$ cat src/design/wcse_pkg.sv
// Shared types and constants for the custom section extractor.
// Used by the parser, the result queue and the top level; no dependencies.
package wcse_pkg;

	localparam int MAX_NAME_LEN  = 8;
	localparam int SIZE_WIDTH    = 32;
	localparam int HEADER_LEN    = 8;
	localparam int LEB_MAX_BYTES = 10;
	localparam int FIFO_DEPTH    = 4;
	localparam int FIFO_PTR_W    = $clog2(FIFO_DEPTH);
	localparam int FIFO_CNT_W    = $clog2(FIFO_DEPTH + 1);

	// configuration register indexes
	localparam logic CFG_NAME_LEN   = 1'b0;
	localparam logic CFG_NAME_BYTES = 1'b1;

	typedef enum logic [1:0] {
		KIND_PAYLOAD   = 2'd0,
		KIND_FOUND     = 2'd1,
		KIND_NOT_FOUND = 2'd2,
		KIND_MALFORMED = 2'd3
	} kind_t;

	typedef enum logic [2:0] {
		PH_HEADER  = 3'd0,
		PH_ID      = 3'd1,
		PH_SIZE    = 3'd2,
		PH_NAMELEN = 3'd3,
		PH_NAME    = 3'd4,
		PH_SKIP    = 3'd5,
		PH_PAYLOAD = 3'd6,
		PH_DONE    = 3'd7
	} phase_t;

	typedef enum logic [1:0] {
		LEB_MORE = 2'd0,
		LEB_DONE = 2'd1,
		LEB_ERR  = 2'd2
	} leb_status_t;

	typedef struct packed {
		logic [7:0]  payload_byte;
		kind_t       kind;
		logic [31:0] payload_length;
		logic        run_end;
	} result_t;

	// results produced by one parsed byte, in delivery order
	typedef struct packed {
		logic [1:0] count;
		result_t    first;
		result_t    second;
	} push_t;

endpackage

$ cat src/design/wcse_parser.sv
// Input stage and byte-wise section parser of the custom section extractor.
// Depends on wcse_pkg; pushes its results into the result queue.
module wcse_parser (
	input  logic                       clk,
	input  logic                       arst_n,
	input  logic                       in_valid,
	output logic                       in_stall,
	input  logic [7:0]                 module_byte,
	input  logic                       module_end,
	input  logic [3:0]                 wanted_name_length,
	input  logic [63:0]                wanted_name_bytes,
	input  logic                       queue_room,
	output wcse_pkg::push_t            push
);
	import wcse_pkg::*;

	typedef struct packed {
		leb_status_t           status;
		logic [SIZE_WIDTH-1:0] value;
		logic [3:0]            count;
	} leb_res_t;

	function automatic leb_res_t leb_take(input logic [7:0] c,
		input logic [SIZE_WIDTH-1:0] value, input logic [3:0] count);
		leb_res_t   r;
		logic [6:0] bits;
		logic [5:0] shamt;
		logic [63:0] v;
		logic       ovf;
		bits  = c[6:0];
		shamt = 6'(count) * 6'd7;
		v     = 64'(bits) << shamt;
		if (32'(shamt) < SIZE_WIDTH) begin
			ovf = (v >> SIZE_WIDTH) != 64'd0;
		end else begin
			ovf = bits != 7'd0;
		end
		r.value  = value | v[SIZE_WIDTH-1:0];
		r.count  = count + 4'd1;
		if (ovf) begin
			r.status = LEB_ERR;
		end else if (!c[7]) begin
			r.status = LEB_DONE;
		end else if (32'(r.count) >= LEB_MAX_BYTES) begin
			r.status = LEB_ERR;
		end else begin
			r.status = LEB_MORE;
		end
		return r;
	endfunction

	// input stage
	logic       valid_s1;
	logic [7:0] byte_s1;
	logic       end_s1;
	logic       accept;
	logic       advance;

	// parse state
	phase_t                phase_q, phase_d;
	logic [2:0]            hdr_cnt_q, hdr_cnt_d;
	logic [SIZE_WIDTH-1:0] leb_val_q, leb_val_d;
	logic [3:0]            leb_cnt_q, leb_cnt_d;
	logic [SIZE_WIDTH-1:0] remain_q, remain_d;
	logic [3:0]            name_idx_q, name_idx_d;
	logic                  matching_q, matching_d;
	kind_t                 outcome_q, outcome_d;
	logic [31:0]           emitted_q, emitted_d;
	logic                  custom_q, custom_d;

	leb_res_t              leb;
	logic [SIZE_WIDTH-1:0] remain_dec;
	logic [3:0]            idx_inc;
	logic                  byte_bad;
	kind_t                 end_kind;

	assign in_stall = valid_s1 && !queue_room;
	assign accept   = in_valid && !in_stall;
	assign advance  = valid_s1 && queue_room;

	always_ff @(posedge clk or negedge arst_n) begin
		if (!arst_n) begin
			valid_s1 <= 1'b0;
		end else if (accept) begin
			valid_s1 <= 1'b1;
		end else if (advance) begin
			valid_s1 <= 1'b0;
		end
	end

	always_ff @(posedge clk) begin
		if (accept) begin
			byte_s1 <= module_byte;
			end_s1  <= module_end;
		end
	end

	assign leb        = leb_take(byte_s1, leb_val_q, leb_cnt_q);
	assign remain_dec = remain_q - SIZE_WIDTH'(1);
	assign idx_inc    = name_idx_q + 4'd1;
	assign byte_bad   = (32'(name_idx_q) >= MAX_NAME_LEN) || (name_idx_q >= wanted_name_length)
		|| (wanted_name_bytes[name_idx_q[2:0]*8 +: 8] != byte_s1);

	always_comb begin
		phase_d    = phase_q;
		hdr_cnt_d  = hdr_cnt_q;
		leb_val_d  = leb_val_q;
		leb_cnt_d  = leb_cnt_q;
		remain_d   = remain_q;
		name_idx_d = name_idx_q;
		matching_d = matching_q;
		outcome_d  = outcome_q;
		emitted_d  = emitted_q;
		custom_d   = custom_q;
		push       = '0;
		end_kind   = KIND_NOT_FOUND;

		case (phase_q)
			PH_HEADER: begin
				if (32'(hdr_cnt_q) >= HEADER_LEN - 1) begin
					phase_d = PH_ID;
				end else begin
					hdr_cnt_d = hdr_cnt_q + 3'd1;
				end
			end
			PH_ID: begin
				custom_d  = byte_s1 == 8'd0;
				leb_val_d = '0;
				leb_cnt_d = '0;
				phase_d   = PH_SIZE;
			end
			PH_SIZE: begin
				leb_val_d = leb.value;
				leb_cnt_d = leb.count;
				case (leb.status)
					LEB_ERR: begin
						outcome_d = KIND_MALFORMED;
						phase_d   = PH_DONE;
					end
					LEB_DONE: begin
						remain_d = leb.value;
						if (custom_q) begin
							if (leb.value == '0) begin
								outcome_d = KIND_MALFORMED;
								phase_d   = PH_DONE;
							end else begin
								leb_val_d = '0;
								leb_cnt_d = '0;
								phase_d   = PH_NAMELEN;
							end
						end else begin
							phase_d = (leb.value == '0) ? PH_ID : PH_SKIP;
						end
					end
					default: begin
					end
				endcase
			end
			PH_NAMELEN: begin
				remain_d  = remain_dec;
				leb_val_d = leb.value;
				leb_cnt_d = leb.count;
				case (leb.status)
					LEB_ERR: begin
						outcome_d = KIND_MALFORMED;
						phase_d   = PH_DONE;
					end
					LEB_MORE: begin
						if (remain_dec == '0) begin
							outcome_d = KIND_MALFORMED;
							phase_d   = PH_DONE;
						end
					end
					default: begin
						if (leb.value > remain_dec) begin
							outcome_d = KIND_MALFORMED;
							phase_d   = PH_DONE;
						end else if (leb.value == SIZE_WIDTH'(wanted_name_length)
							&& 32'(wanted_name_length) <= MAX_NAME_LEN) begin
							name_idx_d = '0;
							matching_d = 1'b1;
							if (leb.value == '0) begin
								// empty name matches an empty wanted name
								if (remain_dec == '0) begin
									outcome_d = KIND_FOUND;
									phase_d   = PH_DONE;
								end else begin
									phase_d = PH_PAYLOAD;
								end
							end else begin
								phase_d = PH_NAME;
							end
						end else begin
							phase_d = (remain_dec == '0) ? PH_ID : PH_SKIP;
						end
					end
				endcase
			end
			PH_NAME: begin
				matching_d = matching_q && !byte_bad;
				name_idx_d = idx_inc;
				remain_d   = remain_dec;
				if (idx_inc >= wanted_name_length || remain_dec == '0) begin
					if (matching_d && idx_inc >= wanted_name_length) begin
						if (remain_dec == '0) begin
							outcome_d = KIND_FOUND;
							phase_d   = PH_DONE;
						end else begin
							phase_d = PH_PAYLOAD;
						end
					end else begin
						phase_d = (remain_dec == '0) ? PH_ID : PH_SKIP;
					end
				end
			end
			PH_SKIP: begin
				remain_d = remain_dec;
				if (remain_dec == '0) begin
					phase_d = PH_ID;
				end
			end
			PH_PAYLOAD: begin
				push.count                = 2'd1;
				push.first.payload_byte   = byte_s1;
				push.first.kind           = KIND_PAYLOAD;
				push.first.payload_length = 32'd0;
				push.first.run_end        = !end_s1;
				emitted_d = emitted_q + 32'd1;
				remain_d  = remain_dec;
				if (remain_dec == '0) begin
					outcome_d = KIND_FOUND;
					phase_d   = PH_DONE;
				end
			end
			default: begin
			end
		endcase

		if (end_s1) begin
			case (phase_d)
				PH_DONE:                   end_kind = outcome_d;
				PH_HEADER, PH_ID, PH_SKIP: end_kind = KIND_NOT_FOUND;
				default:                   end_kind = KIND_MALFORMED;
			endcase
			if (push.count == 2'd0) begin
				push.count                = 2'd1;
				push.first.payload_byte   = 8'd0;
				push.first.kind           = end_kind;
				push.first.payload_length = emitted_d;
				push.first.run_end        = 1'b1;
			end else begin
				push.count                 = 2'd2;
				push.second.payload_byte   = 8'd0;
				push.second.kind           = end_kind;
				push.second.payload_length = emitted_d;
				push.second.run_end        = 1'b1;
			end
			// start over for the next module
			phase_d    = PH_HEADER;
			hdr_cnt_d  = '0;
			leb_val_d  = '0;
			leb_cnt_d  = '0;
			remain_d   = '0;
			name_idx_d = '0;
			matching_d = 1'b1;
			outcome_d  = KIND_NOT_FOUND;
			emitted_d  = '0;
			custom_d   = 1'b0;
		end

		if (!advance) begin
			push.count = 2'd0;
		end
	end

	always_ff @(posedge clk or negedge arst_n) begin
		if (!arst_n) begin
			phase_q    <= PH_HEADER;
			hdr_cnt_q  <= '0;
			leb_val_q  <= '0;
			leb_cnt_q  <= '0;
			remain_q   <= '0;
			name_idx_q <= '0;
			matching_q <= 1'b1;
			outcome_q  <= KIND_NOT_FOUND;
			emitted_q  <= '0;
			custom_q   <= 1'b0;
		end else if (advance) begin
			phase_q    <= phase_d;
			hdr_cnt_q  <= hdr_cnt_d;
			leb_val_q  <= leb_val_d;
			leb_cnt_q  <= leb_cnt_d;
			remain_q   <= remain_d;
			name_idx_q <= name_idx_d;
			matching_q <= matching_d;
			outcome_q  <= outcome_d;
			emitted_q  <= emitted_d;
			custom_q   <= custom_d;
		end
	end

endmodule

$ cat src/design/wcse_result_fifo.sv
// Small result queue: takes up to two results a cycle, hands out one unless stalled.
// Depends on wcse_pkg.
module wcse_result_fifo (
	input  logic                clk,
	input  logic                arst_n,
	input  wcse_pkg::push_t     push,
	output logic                room,
	output logic                out_valid,
	input  logic                out_stall,
	output wcse_pkg::result_t   head
);
	import wcse_pkg::*;

	result_t                 mem_q [FIFO_DEPTH];
	logic [FIFO_PTR_W-1:0]   rd_ptr_q;
	logic [FIFO_PTR_W-1:0]   wr_ptr_q;
	logic [FIFO_CNT_W-1:0]   count_q;
	logic                    pop;

	assign out_valid = count_q != '0;
	assign pop       = out_valid && !out_stall;
	// leave space for the two results one byte can cause
	assign room      = 32'(count_q) <= FIFO_DEPTH - 2;
	assign head      = mem_q[rd_ptr_q];

	always_ff @(posedge clk) begin
		if (push.count != 2'd0) begin
			mem_q[wr_ptr_q] <= push.first;
		end
		if (push.count == 2'd2) begin
			mem_q[wr_ptr_q + FIFO_PTR_W'(1)] <= push.second;
		end
	end

	always_ff @(posedge clk or negedge arst_n) begin
		if (!arst_n) begin
			rd_ptr_q <= '0;
			wr_ptr_q <= '0;
			count_q  <= '0;
		end else begin
			wr_ptr_q <= wr_ptr_q + FIFO_PTR_W'(push.count);
			if (pop) begin
				rd_ptr_q <= rd_ptr_q + FIFO_PTR_W'(1);
			end
			count_q <= count_q + FIFO_CNT_W'(push.count) - FIFO_CNT_W'(pop);
		end
	end

endmodule

$ cat src/design/wasm_custom_section_extract_core.sv
// Top level of the WebAssembly custom section extractor.
// Depends on wcse_pkg, wcse_parser and wcse_result_fifo.
//
// Usage:
//   Feed the module one byte per request on the input channel (module_byte,
//   with module_end set on the final byte). Results come out on the output
//   channel: one request per payload byte of the first custom section whose
//   name matches, then one status request (found, not found, malformed) with
//   the payload length on the byte marked module_end. run_end marks the last
//   result caused by one input byte.
//   Program the wanted name through the write port while the block is idle:
//   index CFG_NAME_LEN takes the name length, CFG_NAME_BYTES the name bytes,
//   first byte in the low octet.
// Timing:
//   A byte is taken into the input register, parsed from there and its results
//   land in a four-entry queue; the first result passes through the input
//   register and the queue before it can be taken. One byte is accepted per
//   cycle; the input stalls only while the queue lacks room for two results,
//   which only the end byte of a module that ends inside a payload causes.
// Reset:
//   arst_n clears the parser to the header phase, empties the queue and
//   clears the name registers. A stall on the output side holds the queue
//   head and, once more than two results wait, backs up to the input stall.
module wasm_custom_section_extract_core (
	input  logic        clk,
	input  logic        arst_n,
	input  logic        in_valid,
	output logic        in_stall,
	input  logic [7:0]  module_byte,
	input  logic        module_end,
	output logic        out_valid,
	input  logic        out_stall,
	output logic [7:0]  payload_byte,
	output logic [1:0]  result_kind,
	output logic [31:0] payload_length,
	output logic        run_end,
	input  logic        cfg_wr_en,
	input  logic        cfg_index,
	input  logic [63:0] cfg_wdata
);
	import wcse_pkg::*;

	logic [3:0]  name_len_q;
	logic [63:0] name_bytes_q;
	push_t       push;
	logic        queue_room;
	result_t     head;

	// configuration registers
	always_ff @(posedge clk or negedge arst_n) begin
		if (!arst_n) begin
			name_len_q   <= '0;
			name_bytes_q <= '0;
		end else if (cfg_wr_en) begin
			case (cfg_index)
				CFG_NAME_LEN:   name_len_q   <= cfg_wdata[3:0];
				CFG_NAME_BYTES: name_bytes_q <= cfg_wdata;
				default: begin
				end
			endcase
		end
	end

	wcse_parser u_parser (
		.clk                (clk),
		.arst_n             (arst_n),
		.in_valid           (in_valid),
		.in_stall           (in_stall),
		.module_byte        (module_byte),
		.module_end         (module_end),
		.wanted_name_length (name_len_q),
		.wanted_name_bytes  (name_bytes_q),
		.queue_room         (queue_room),
		.push               (push)
	);

	wcse_result_fifo u_fifo (
		.clk       (clk),
		.arst_n    (arst_n),
		.push      (push),
		.room      (queue_room),
		.out_valid (out_valid),
		.out_stall (out_stall),
		.head      (head)
	);

	// drive the result fields from the queue head
	assign payload_byte   = head.payload_byte;
	assign result_kind    = head.kind;
	assign payload_length = head.payload_length;
	assign run_end        = head.run_end;

endmodule
$ cat config.mk
export PLATFORM = sky130hd
export DESIGN_NAME = wasm_custom_section_extract_core
export DESIGN_NICKNAME = d
export VERILOG_FILES = /design/src/design/wcse_pkg.sv /design/src/design/wcse_parser.sv /design/src/design/wcse_result_fifo.sv /design/src/design/wasm_custom_section_extract_core.sv
export SDC_FILE = /design/constraint.sdc
export NUM_CORES = 1
export LEC_CHECK = 0
export ABC_CLOCK_PERIOD_IN_PS = 10100
export BUFFER_PORTS_ARGS = -buffer_cell sky130_fd_sc_hd__buf_4
export CAP_MARGIN = 0
export CORE_MARGIN = 2
export CORE_UTILIZATION = 40
export CTS_CLUSTER_DIAMETER = 60
export DETAILED_ROUTE_END_ITERATION = 8
export PLACE_DENSITY = 0.63
export SLEW_MARGIN = 10
export SYNTH_ARGS = -nofsm -noshare
export SYNTH_HDL_FRONTEND = slang
export SYNTH_HIERARCHICAL = 1
export SYNTH_SLANG_ARGS = --single-unit
$ cat constraint.sdc
create_clock -name clk -period 10.1 [get_ports clk]
set_input_delay 1.515 -clock clk [delete_from_list [all_inputs] [get_ports clk]]
set_output_delay 1.515 -clock clk [all_outputs]
set_load 0.02 [all_outputs]
==> run summary, run 1 <==
DRT
-------------------------------------------------------------------------------------------
Wirelength, routed                                                                 58800 um
Total via count in the routed design                                                  15900
Number of design-rule violations left by the first detailed-router iteration           1144
Routed length per placed instance                                                   21.0 um
Vias/cell                                                                              5.66
Antenna violation net count after detailed routing                                        0
Post-detailed-route DRC marker count                                                      0
Router iterations before antenna repair                                                   5

POWER AND IR DROP
-------------------------------------------------------------------------------------------
Leak pwr                                                                            10.2 nW
Peak supply drop                                                                   0.154 mV
Total power density per cell area                                                218 nW/um2

CLOCK TREE
-------------------------------------------------------------------------------------------
Cells resized by post-CTS repair                                                          0
Worst skew pair latency                                                             0.58 ns
Post-CTS Repair Setup Buffers                                                             0
Clock tree sinks                                                                        371
CTS tree                                                                               done
Deepest level of the CTS H-tree                                                           2
Clk buf depth                                                                             3
TritonCTS Buffers                                                                        44
Post-cts hold buffer count                                                                0
Root buf cell                                                                  sky130_fd_sc_hd__clkbuf_16
Clock slew seen by the registers of the worst setup and hold paths                  0.06 ns

SYNTH
-------------------------------------------------------------------------------------------
Cell area after synthesis                                                         22400 um2
Fraction of synthesized area in multiplexers                                          0.200
Number of enable flip-flop cells after synthesis                                        181
Most used DFF post-synth                                                       sky130_fd_sc_hd__dfrtp_1
Fraction of synthesis flops using an asynchronous set or reset pin                    0.512
Area fraction in compound gates after synthesis                                       0.101
Yosys warnings                                                                            6
Sequential share of the synthesized area                                              0.454
Combinational family with the most area after synthesis                        multiplexers
Flip-flop and latch count after synthesis                                               371
Area fraction in and, or, nand and nor cells after synthesis                          0.133
Fraction of synthesized cell area in xor and xnor cells                              0.0304
Synthesized instance count                                                             1967
Number of distinct library cells after synthesis                                        106
Mean instance size in the synthesized netlist                                      11.4 um2
Adder and majority cell fraction of the synthesized area                             0.0385

FINAL LAYOUT
-------------------------------------------------------------------------------------------
Layout overhead on the synthesized area                                               12.4%
Share of final-layout standard cells stronger than drive strength 1                   0.284
Antenna diode instance count                                                              0
Final core utilization                                                                0.456
Number of nets in the layout                                                           2168
Final non-filler cell total                                                            2807

GRT
-------------------------------------------------------------------------------------------
Global routing usage on met3                                                         0.0365
Remaining global-route overflow                                                           0
Pin count of the biggest net entering global routing                                    108
Via count of the first global-routing pass                                            16100
Global-route track usage on met1                                                      0.271
Most congested layer reported by global routing                                        met2
Total global-route track usage                                                        0.204
Wire length of the first global-routing pass                                       92100 um
Met2 Usage GRT                                                                        0.338
Initial antenna violation count                                                           0

DIE
-------------------------------------------------------------------------------------------
Initial standard-cell utilization of the core                                         0.406
Horizontal die dimension                                                             241 um
Row Count                                                                                86
Total die area                                                                    58000 um2
I/O pin count                                                                           124
Core Area                                                                         55300 um2
Y dimension of the die                                                               241 um

STA
-------------------------------------------------------------------------------------------
Number of hold violations in the final report                                             0
Final sum of negative setup slack                                                      0 ns
Final clock skew                                                                  0.0141 ns
Final Max Slew Viols                                                                      0
Worst Max-Slew Pin Slew                                                             1.11 ns
Highest Clock Rate                                                                  143 MHz
RSZ-0062 raised after global routing                                                     no
Final critical-path share of the clock period                                         0.692
Relative slew slack                                                                   0.253
Final critical-path required period                                                 6.99 ns
Final setup viols                                                                         0

SETUP PATH
-------------------------------------------------------------------------------------------
Worst reg2reg setup slack                                                           3.11 ns
Number of cells traversed by the worst register-to-register path                         21
Critical path's slowest cell                                                   sky130_fd_sc_hd__fa_1
Required time of the critical path                                                 10.43 ns
Critical path class                                                                 reg2reg
Launching element type of the critical path                                            flop
R2r startpoint                                                                 u_parser/leb_cnt_q[0]
Worst path most repeated cell                                                  sky130_fd_sc_hd__a21oi_1
Worst EP arrival                                                                    7.32 ns
Crit Reg-Reg Endpoint                                                          u_fifo/mem_q[0][33]
Delay of the slowest cell on the worst path                                         0.90 ns
Peak fanout along the critical path                                                      32
Chain of cells forming the critical path                                       buf_4 -> fa_1 -> ha_1 -> fa_1 -> inv_1 -> nor3_1 -> a221oi_1 -> o21bai_1 -> ha_1 -> a21oi_1 -> o21ai_0 -> a221o_1 -> a21oi_1 -> a21oi_1 -> or3_4 -> a41oi_2 -> nor2_1 -> or4_1 -> a21boi_0 -> o21a_1 -> mux2_2
CP endpoint kind                                                                       flop

PLACE
-------------------------------------------------------------------------------------------
Placed cells                                                                           2725
Detailed placer's ending HPWL                                                      38200 um
Count of buffers from port buffering                                                    123
Gpl congestion                                                                        0.891

MIN PATH
-------------------------------------------------------------------------------------------
Count of cells along the worst hold path                                                  2
Launch instance of the worst min-delay path                                    u_parser/leb_val_q[24]
Type of the most critical hold path                                                 reg2reg
Worst Hold Endpoint                                                            u_parser/leb_val_q[24]

RUN
-------------------------------------------------------------------------------------------
Count of max-cap constraint violations                                                    0

OUTCOME
-------------------------------------------------------------------------------------------
Result of the run                                                                 completed

==> worst max-delay path by stage <==
stage / start / end
after floorplan: u_parser/leb_cnt_q[1] / u_fifo/mem_q[0][33]
after global placement: u_parser/leb_cnt_q[0] / u_fifo/mem_q[0][33]
after detailed placement: u_parser/leb_cnt_q[0] / u_fifo/mem_q[0][33]
after CTS: u_parser/leb_cnt_q[0] / u_fifo/mem_q[0][33]
after global routing: u_parser/leb_cnt_q[0] / u_fifo/mem_q[0][34]
final: u_parser/leb_cnt_q[0] / u_fifo/mem_q[0][33]
==> cell type report <==
class | instances | area [um2]
fill | 5161 | 30100
multi-input combinational | 1404 | 11400
sequential | 371 | 10200
clock buffer | 62 | 1260
timing repair buffer | 151 | 1140
tap | 748 | 936
inverter | 51 | 191
clock inverter | 20 | 126
==> flip-flops by register name, indices dropped and copies added, names as in the netlist, 3 cells and up <==
register,count
u_parser/phase_q,3
u_fifo/count_q,3
u_parser/byte_s1,8
u_parser/leb_val_q,32
u_parser/leb_cnt_q,4
name_bytes_q,64
u_parser/emitted_q,32
u_parser/hdr_cnt_q,3
u_parser/name_idx_q,4
name_len_q,4
u_fifo/mem_q,172
u_parser/remain_q,32
==> worst max-delay path, delay by kind of cell, from the launching register on <==
kind	cells	cell delay, ns
buf+inv	2	0.63
simple gates	4	1.49
flops	1	0.32
compound gates	10	2.12
fa+ha+maj	4	1.90
mux	1	0.28
==> logic make-up (layout without fill, tap and decap cells) <==
group,after synthesis,in the layout
flip-flops,371,371
XOR/XNOR,78,78
AND/OR/NAND/NOR,570,570
adder cells (fa/ha/maj),66,66
AO/OA/AOI/OAI,338,338
multiplexers,344,344
buffers and inverters,199,284
other,1,8
==> routing by layer <==
layer,wire length (um),vias up,share of wire
li1,-,7423,-
met1,25900,7976,0.44
met2,28400,384,0.48
met3,3020,102,0.051
met4,1560,0,0.027
met5,0,-,0
==> where the power goes <==
group / internal (mW) / switching [mW] / total (mW)
Clock: 0.877 / 0.650 / 1.53
Combinational: 0.817 / 1.17 / 1.99
Sequential: 1.80 / 0.188 / 1.98
Total: 3.49 / 2.01 / 5.50
==> synth_stat cells, types with 24 or more instances <==
cell,n,area [um2]
sky130_fd_sc_hd__a21oi_1,74,370
sky130_fd_sc_hd__and3_1,42,263
sky130_fd_sc_hd__buf_2,25,125
sky130_fd_sc_hd__clkbuf_1,83,312
sky130_fd_sc_hd__dfrtp_1,188,4700
sky130_fd_sc_hd__edfxtp_1,181,5440
sky130_fd_sc_hd__ha_1,61,763
sky130_fd_sc_hd__inv_1,49,184
sky130_fd_sc_hd__mux2_2,245,2760
sky130_fd_sc_hd__mux2i_1,35,350
sky130_fd_sc_hd__mux4_2,58,1310
sky130_fd_sc_hd__nand2_1,122,458
sky130_fd_sc_hd__nand3_1,24,120
sky130_fd_sc_hd__nor2_1,171,642
sky130_fd_sc_hd__nor3_1,44,220
sky130_fd_sc_hd__o21ai_0,92,460
sky130_fd_sc_hd__o31ai_1,30,225
sky130_fd_sc_hd__xnor2_1,45,394
sky130_fd_sc_hd__xor2_1,33,289
==> cell usage in the layout (no fill, tap or decap), types with 35 or more instances in the layout <==
cell type and count:
sky130_fd_sc_hd__and3_1 42, sky130_fd_sc_hd__nor3_1 44, sky130_fd_sc_hd__a21oi_1 74, sky130_fd_sc_hd__clkbuf_16 46, sky130_fd_sc_hd__dfrtp_1 186, sky130_fd_sc_hd__o21ai_0 92
sky130_fd_sc_hd__xnor2_1 45, sky130_fd_sc_hd__mux2_2 245, sky130_fd_sc_hd__edfxtp_1 181, sky130_fd_sc_hd__mux4_2 58, sky130_fd_sc_hd__ha_1 61, sky130_fd_sc_hd__buf_4 150
sky130_fd_sc_hd__nand2_1 120, sky130_fd_sc_hd__nor2_1 169, sky130_fd_sc_hd__mux2i_1 35, sky130_fd_sc_hd__inv_1 49
==> metrics by stage <==
step	power (mW)	hold WS, ns	cell area (um2)	setup WS, ns
finish	5.50	0.484	25200	3.11
global placement	3.98	0.461	23900	3.31
floorplan	3.32	0.443	22500	4.26
global route	5.80	0.514	25200	2.56
detailed placement	4.01	0.471	23900	3.19
CTS	5.56	0.485	25200	3.18
(Power assumes the default switching activity.)
==> inputs of run 2 (changes only) <==
- ABC_CLOCK_PERIOD_IN_PS: 10100 -> 7130
- clock period: 10.1 -> 7.13 ns (I/O delays scaled with it)
==> run 2 against run 1 <==
Against the previous run: non-clock buffer count is 13 higher; sequential share of layout area down 0.34 points; worst hold slack improved by 0.0091 ns; via count up 0.79%; clock power rose by 51%; final area increased by 0.86%; die area stayed put; routed wire length is essentially flat; final cell count increased by 0.53%; core utilization rose by 0.39 points; power up 44%; largest power group unchanged.
==> run summary, run 2 (synthesis gave the netlist of run 1 again) <==
POWER AND IR DROP
-------------------------------------------------------------------------------------------
Proportion of total power due to net switching                                        0.361   -0.00453
Sequential power share                                                                0.353   -0.008
P_sw                                                                                2.87 mW   +43%
Total power density per cell area                                                312 nW/um2   +43%
Peak supply drop                                                                   0.258 mV   +68%
Clock network power share                                                             0.290   +0.012
Leak pwr                                                                            10.3 nW   +1.1%
Internal power component                                                            5.08 mW   +45%
Portion of total power attributed to combinational logic                              0.356   -0.006

FINAL LAYOUT
-------------------------------------------------------------------------------------------
Number of flip-flops under the largest register name                                    172   unchanged
Most common cell after layout, fill and taps aside                             sky130_fd_sc_hd__mux2_2
Register ranked first by flip-flop count                                       u_fifo/mem_q
Fill cell instance count of the final layout                                           5096   -1.3%
Commonest non-fill, non-tap cells in the layout                                sky130_fd_sc_hd__mux2_2, sky130_fd_sc_hd__dfrtp_1, sky130_fd_sc_hd__edfxtp_1
Layout overhead on the synthesized area                                               13.4%
Registers with the highest flip-flop counts                                    u_fifo/mem_q: 172 flops, name_bytes_q: 64 flops
Antenna diode instance count                                                              0   unchanged
Footprint of the flip-flops and latches                                           10200 um2   unchanged
Number of nets in the layout                                                           2182   +0.65%
Share of final-layout standard cells stronger than drive strength 1                   0.290   +0.00663
Area of combinational cells with multiple inputs                                  11400 um2   about the same

SETUP PATH
-------------------------------------------------------------------------------------------
Peak fanout along the critical path                                                      17   -47%
Crit. Startpoint                                                               u_parser/leb_cnt_q[1]
CP endpoint kind                                                                       flop
Number of cells traversed by the worst register-to-register path                         22   +4.8%
R2r startpoint                                                                 u_parser/leb_cnt_q[1]
Worst reg2reg setup slack                                                           0.43 ns   -2.67 ns
Crit Reg-Reg Endpoint                                                          u_fifo/mem_q[1][33]
Critical path class                                                                 reg2reg
CP Capture Point                                                               u_fifo/mem_q[1][33]
Launching element type of the critical path                                            flop
Required time of the critical path                                                  7.47 ns   -2.96 ns
Worst EP arrival                                                                    7.04 ns   -0.28 ns

PLACE
-------------------------------------------------------------------------------------------
Post-Place Worst Slack                                                             0.343 ns   -2.85 ns
Gpl congestion                                                                        0.876   -1.7%
Count of buffers from port buffering                                                    123   unchanged
Detailed placer's ending HPWL                                                      38900 um   +1.7%

MIN PATH
-------------------------------------------------------------------------------------------
Count of cells along the worst hold path                                                  2   unchanged
Type of the most critical hold path                                                 reg2reg
Launch instance of the worst min-delay path                                    u_parser/leb_val_q[24]

CLOCK TREE
-------------------------------------------------------------------------------------------
Clock tree sinks                                                                        371   unchanged
Worst skew pair latency                                                             0.59 ns   about the same
Clk buf depth                                                                             3   unchanged
CTS tree                                                                               done
Clock slew seen by the registers of the worst setup and hold paths                  0.06 ns   about the same
TritonCTS Buffers                                                                        45   +2.3%
Root buf cell                                                                  sky130_fd_sc_hd__clkbuf_16
Post-cts hold buffer count                                                                0   unchanged
Deepest level of the CTS H-tree                                                           2   unchanged

DIE
-------------------------------------------------------------------------------------------
Initial standard-cell utilization of the core                                         0.406   unchanged
Total die area                                                                    58000 um2   unchanged
Core Area                                                                         55300 um2   unchanged
I/O pin count                                                                           124   unchanged
Row Count                                                                                86   unchanged
Y dimension of the die                                                               241 um   unchanged
Horizontal die dimension                                                             241 um   unchanged

DRT
-------------------------------------------------------------------------------------------
Total via count in the routed design                                                  16000   +0.79%
Antenna violation net count after detailed routing                                        0   unchanged
Post-detailed-route DRC marker count                                                      0   unchanged
Number of design-rule violations left by the first detailed-router iteration           1150   +0.52%
Routed length per placed instance                                                   20.8 um   -0.59%
Wirelength, routed                                                                 58800 um   about the same
Vias/cell                                                                              5.67   +0.25%
Router iterations before antenna repair                                                   6   +1

STA
-------------------------------------------------------------------------------------------
Final setup viols                                                                         0   unchanged
Final critical-path required period                                                 6.70 ns   -0.295 ns
Setup slack of the critical path after layout                                      0.433 ns   -2.67 ns
Final critical-path share of the clock period                                         0.939   +0.247
Final Max Slew Viols                                                                      0   unchanged
Worst Max-Slew Pin Slew                                                             1.04 ns   -0.0616 ns
Highest Clock Rate                                                                  149 MHz   +4.4%
Final sum of negative setup slack                                                      0 ns   unchanged
RSZ-0062 raised after global routing                                                     no
Number of hold violations in the final report                                             0   unchanged
Relative slew slack                                                                   0.303   +0.0505
Final clock skew                                                                  0.0284 ns   +0.0143 ns

GRT
-------------------------------------------------------------------------------------------
Wire length of the first global-routing pass                                       92500 um   +0.36%
Pin count of the biggest net entering global routing                                     85   -21%
Remaining global-route overflow                                                           0   unchanged
Via count of the first global-routing pass                                            16200   +0.65%
Total global-route track usage                                                        0.204   about the same
Initial antenna violation count                                                           0   unchanged

OUTCOME
-------------------------------------------------------------------------------------------
Result of the run                                                                 completed

RUN
-------------------------------------------------------------------------------------------
Count of max-cap constraint violations                                                    0   unchanged

-- run 2: how the worst min path moves through the flow --
stage | to | slack (ns)
finish | u_parser/leb_val_q[24] | 0.49
floorplan | u_parser/leb_val_q[1] | 0.44
CTS | u_parser/leb_val_q[1] | 0.49
global route | name_bytes_q[55] | 0.52
detailed placement | u_parser/leb_val_q[1] | 0.47
global placement | u_parser/leb_val_q[1] | 0.46
-- run 2: worst max-delay path, stage by stage (launching register included) --
cell                       delay (ns)
sky130_fd_sc_hd__dfrtp_1         0.44
sky130_fd_sc_hd__inv_1           0.14
sky130_fd_sc_hd__fa_1            0.56
sky130_fd_sc_hd__inv_1           0.07
sky130_fd_sc_hd__fa_2            0.77
sky130_fd_sc_hd__inv_1           0.17
sky130_fd_sc_hd__nor3_1          0.45
sky130_fd_sc_hd__a221oi_1        0.15
sky130_fd_sc_hd__buf_4           0.20
sky130_fd_sc_hd__o21bai_1        0.25
sky130_fd_sc_hd__ha_1            0.30
sky130_fd_sc_hd__a21oi_1         0.15
sky130_fd_sc_hd__o21ai_0         0.10
sky130_fd_sc_hd__a221o_1         0.39
sky130_fd_sc_hd__a21oi_1         0.13
sky130_fd_sc_hd__a21oi_1         0.16
sky130_fd_sc_hd__or3_4           0.37
sky130_fd_sc_hd__a41oi_2         0.20
sky130_fd_sc_hd__nor2_1          0.07
sky130_fd_sc_hd__or4_1           0.67
sky130_fd_sc_hd__a21boi_0        0.19
sky130_fd_sc_hd__o21a_1          0.25
sky130_fd_sc_hd__mux2_2          0.27
-- run 2: timing repair --
| item | in CTS | in global routing |
|---|---|---|
| setup endpoints to repair | 0 | 11 |
| setup buffers | 0 | 0 |
| resized for setup | 0 | 2 |
-- run 2: cell type report --
type	count	area share
Multi-Input combinational cell	1404	0.448
Sequential cell	371	0.400
Clock buffer	70	0.0522
Timing Repair Buffer	164	0.0486
Tap cell	748	0.0368
Inverter	51	0.00752
Clock inverter	14	0.00659
-- run 2: metal layers --
| metal | GRT usage | routed length, um |
|---|---|---|
| met1 | 0.272 | 25700 |
| met2 | 0.343 | 28500 |
| met3 | 0.0328 | 3310 |
| met4 | 0.0576 | 1350 |
| met5 | 0 | 0 |
-- run 2: metrics by stage --
| stage | power, mW | instances | instance area (um2) | hold slack, ns | utilization |
|---|---|---|---|---|---|
| after CTS | 8.04 | 2822 | 25400 | 0.488 | 0.460 |
| after global placement | 5.67 | 2738 | 23900 | 0.460 | 0.433 |
| after floorplan | 4.70 | 1974 | 22500 | 0.443 | - |
| after global routing | 8.38 | 2822 | 25500 | 0.519 | 0.460 |
| final | 7.95 | 2822 | 25500 | 0.493 | 0.460 |
| after detailed placement | 5.70 | 2738 | 23900 | 0.471 | 0.433 |
-- run 2: power groups by stage --
| stage | sequential, mW | combinational [mW] | clock (mW) |
|---|---|---|---|
| finish | 2.81 | 2.83 | 2.31 |
| global placement | 2.84 | 2.83 | 0 |
| global route | 2.85 | 3.08 | 2.45 |
| detailed placement | 2.85 | 2.85 | 0 |
| floorplan | 2.68 | 2.02 | 0 |
| CTS | 2.81 | 2.86 | 2.36 |
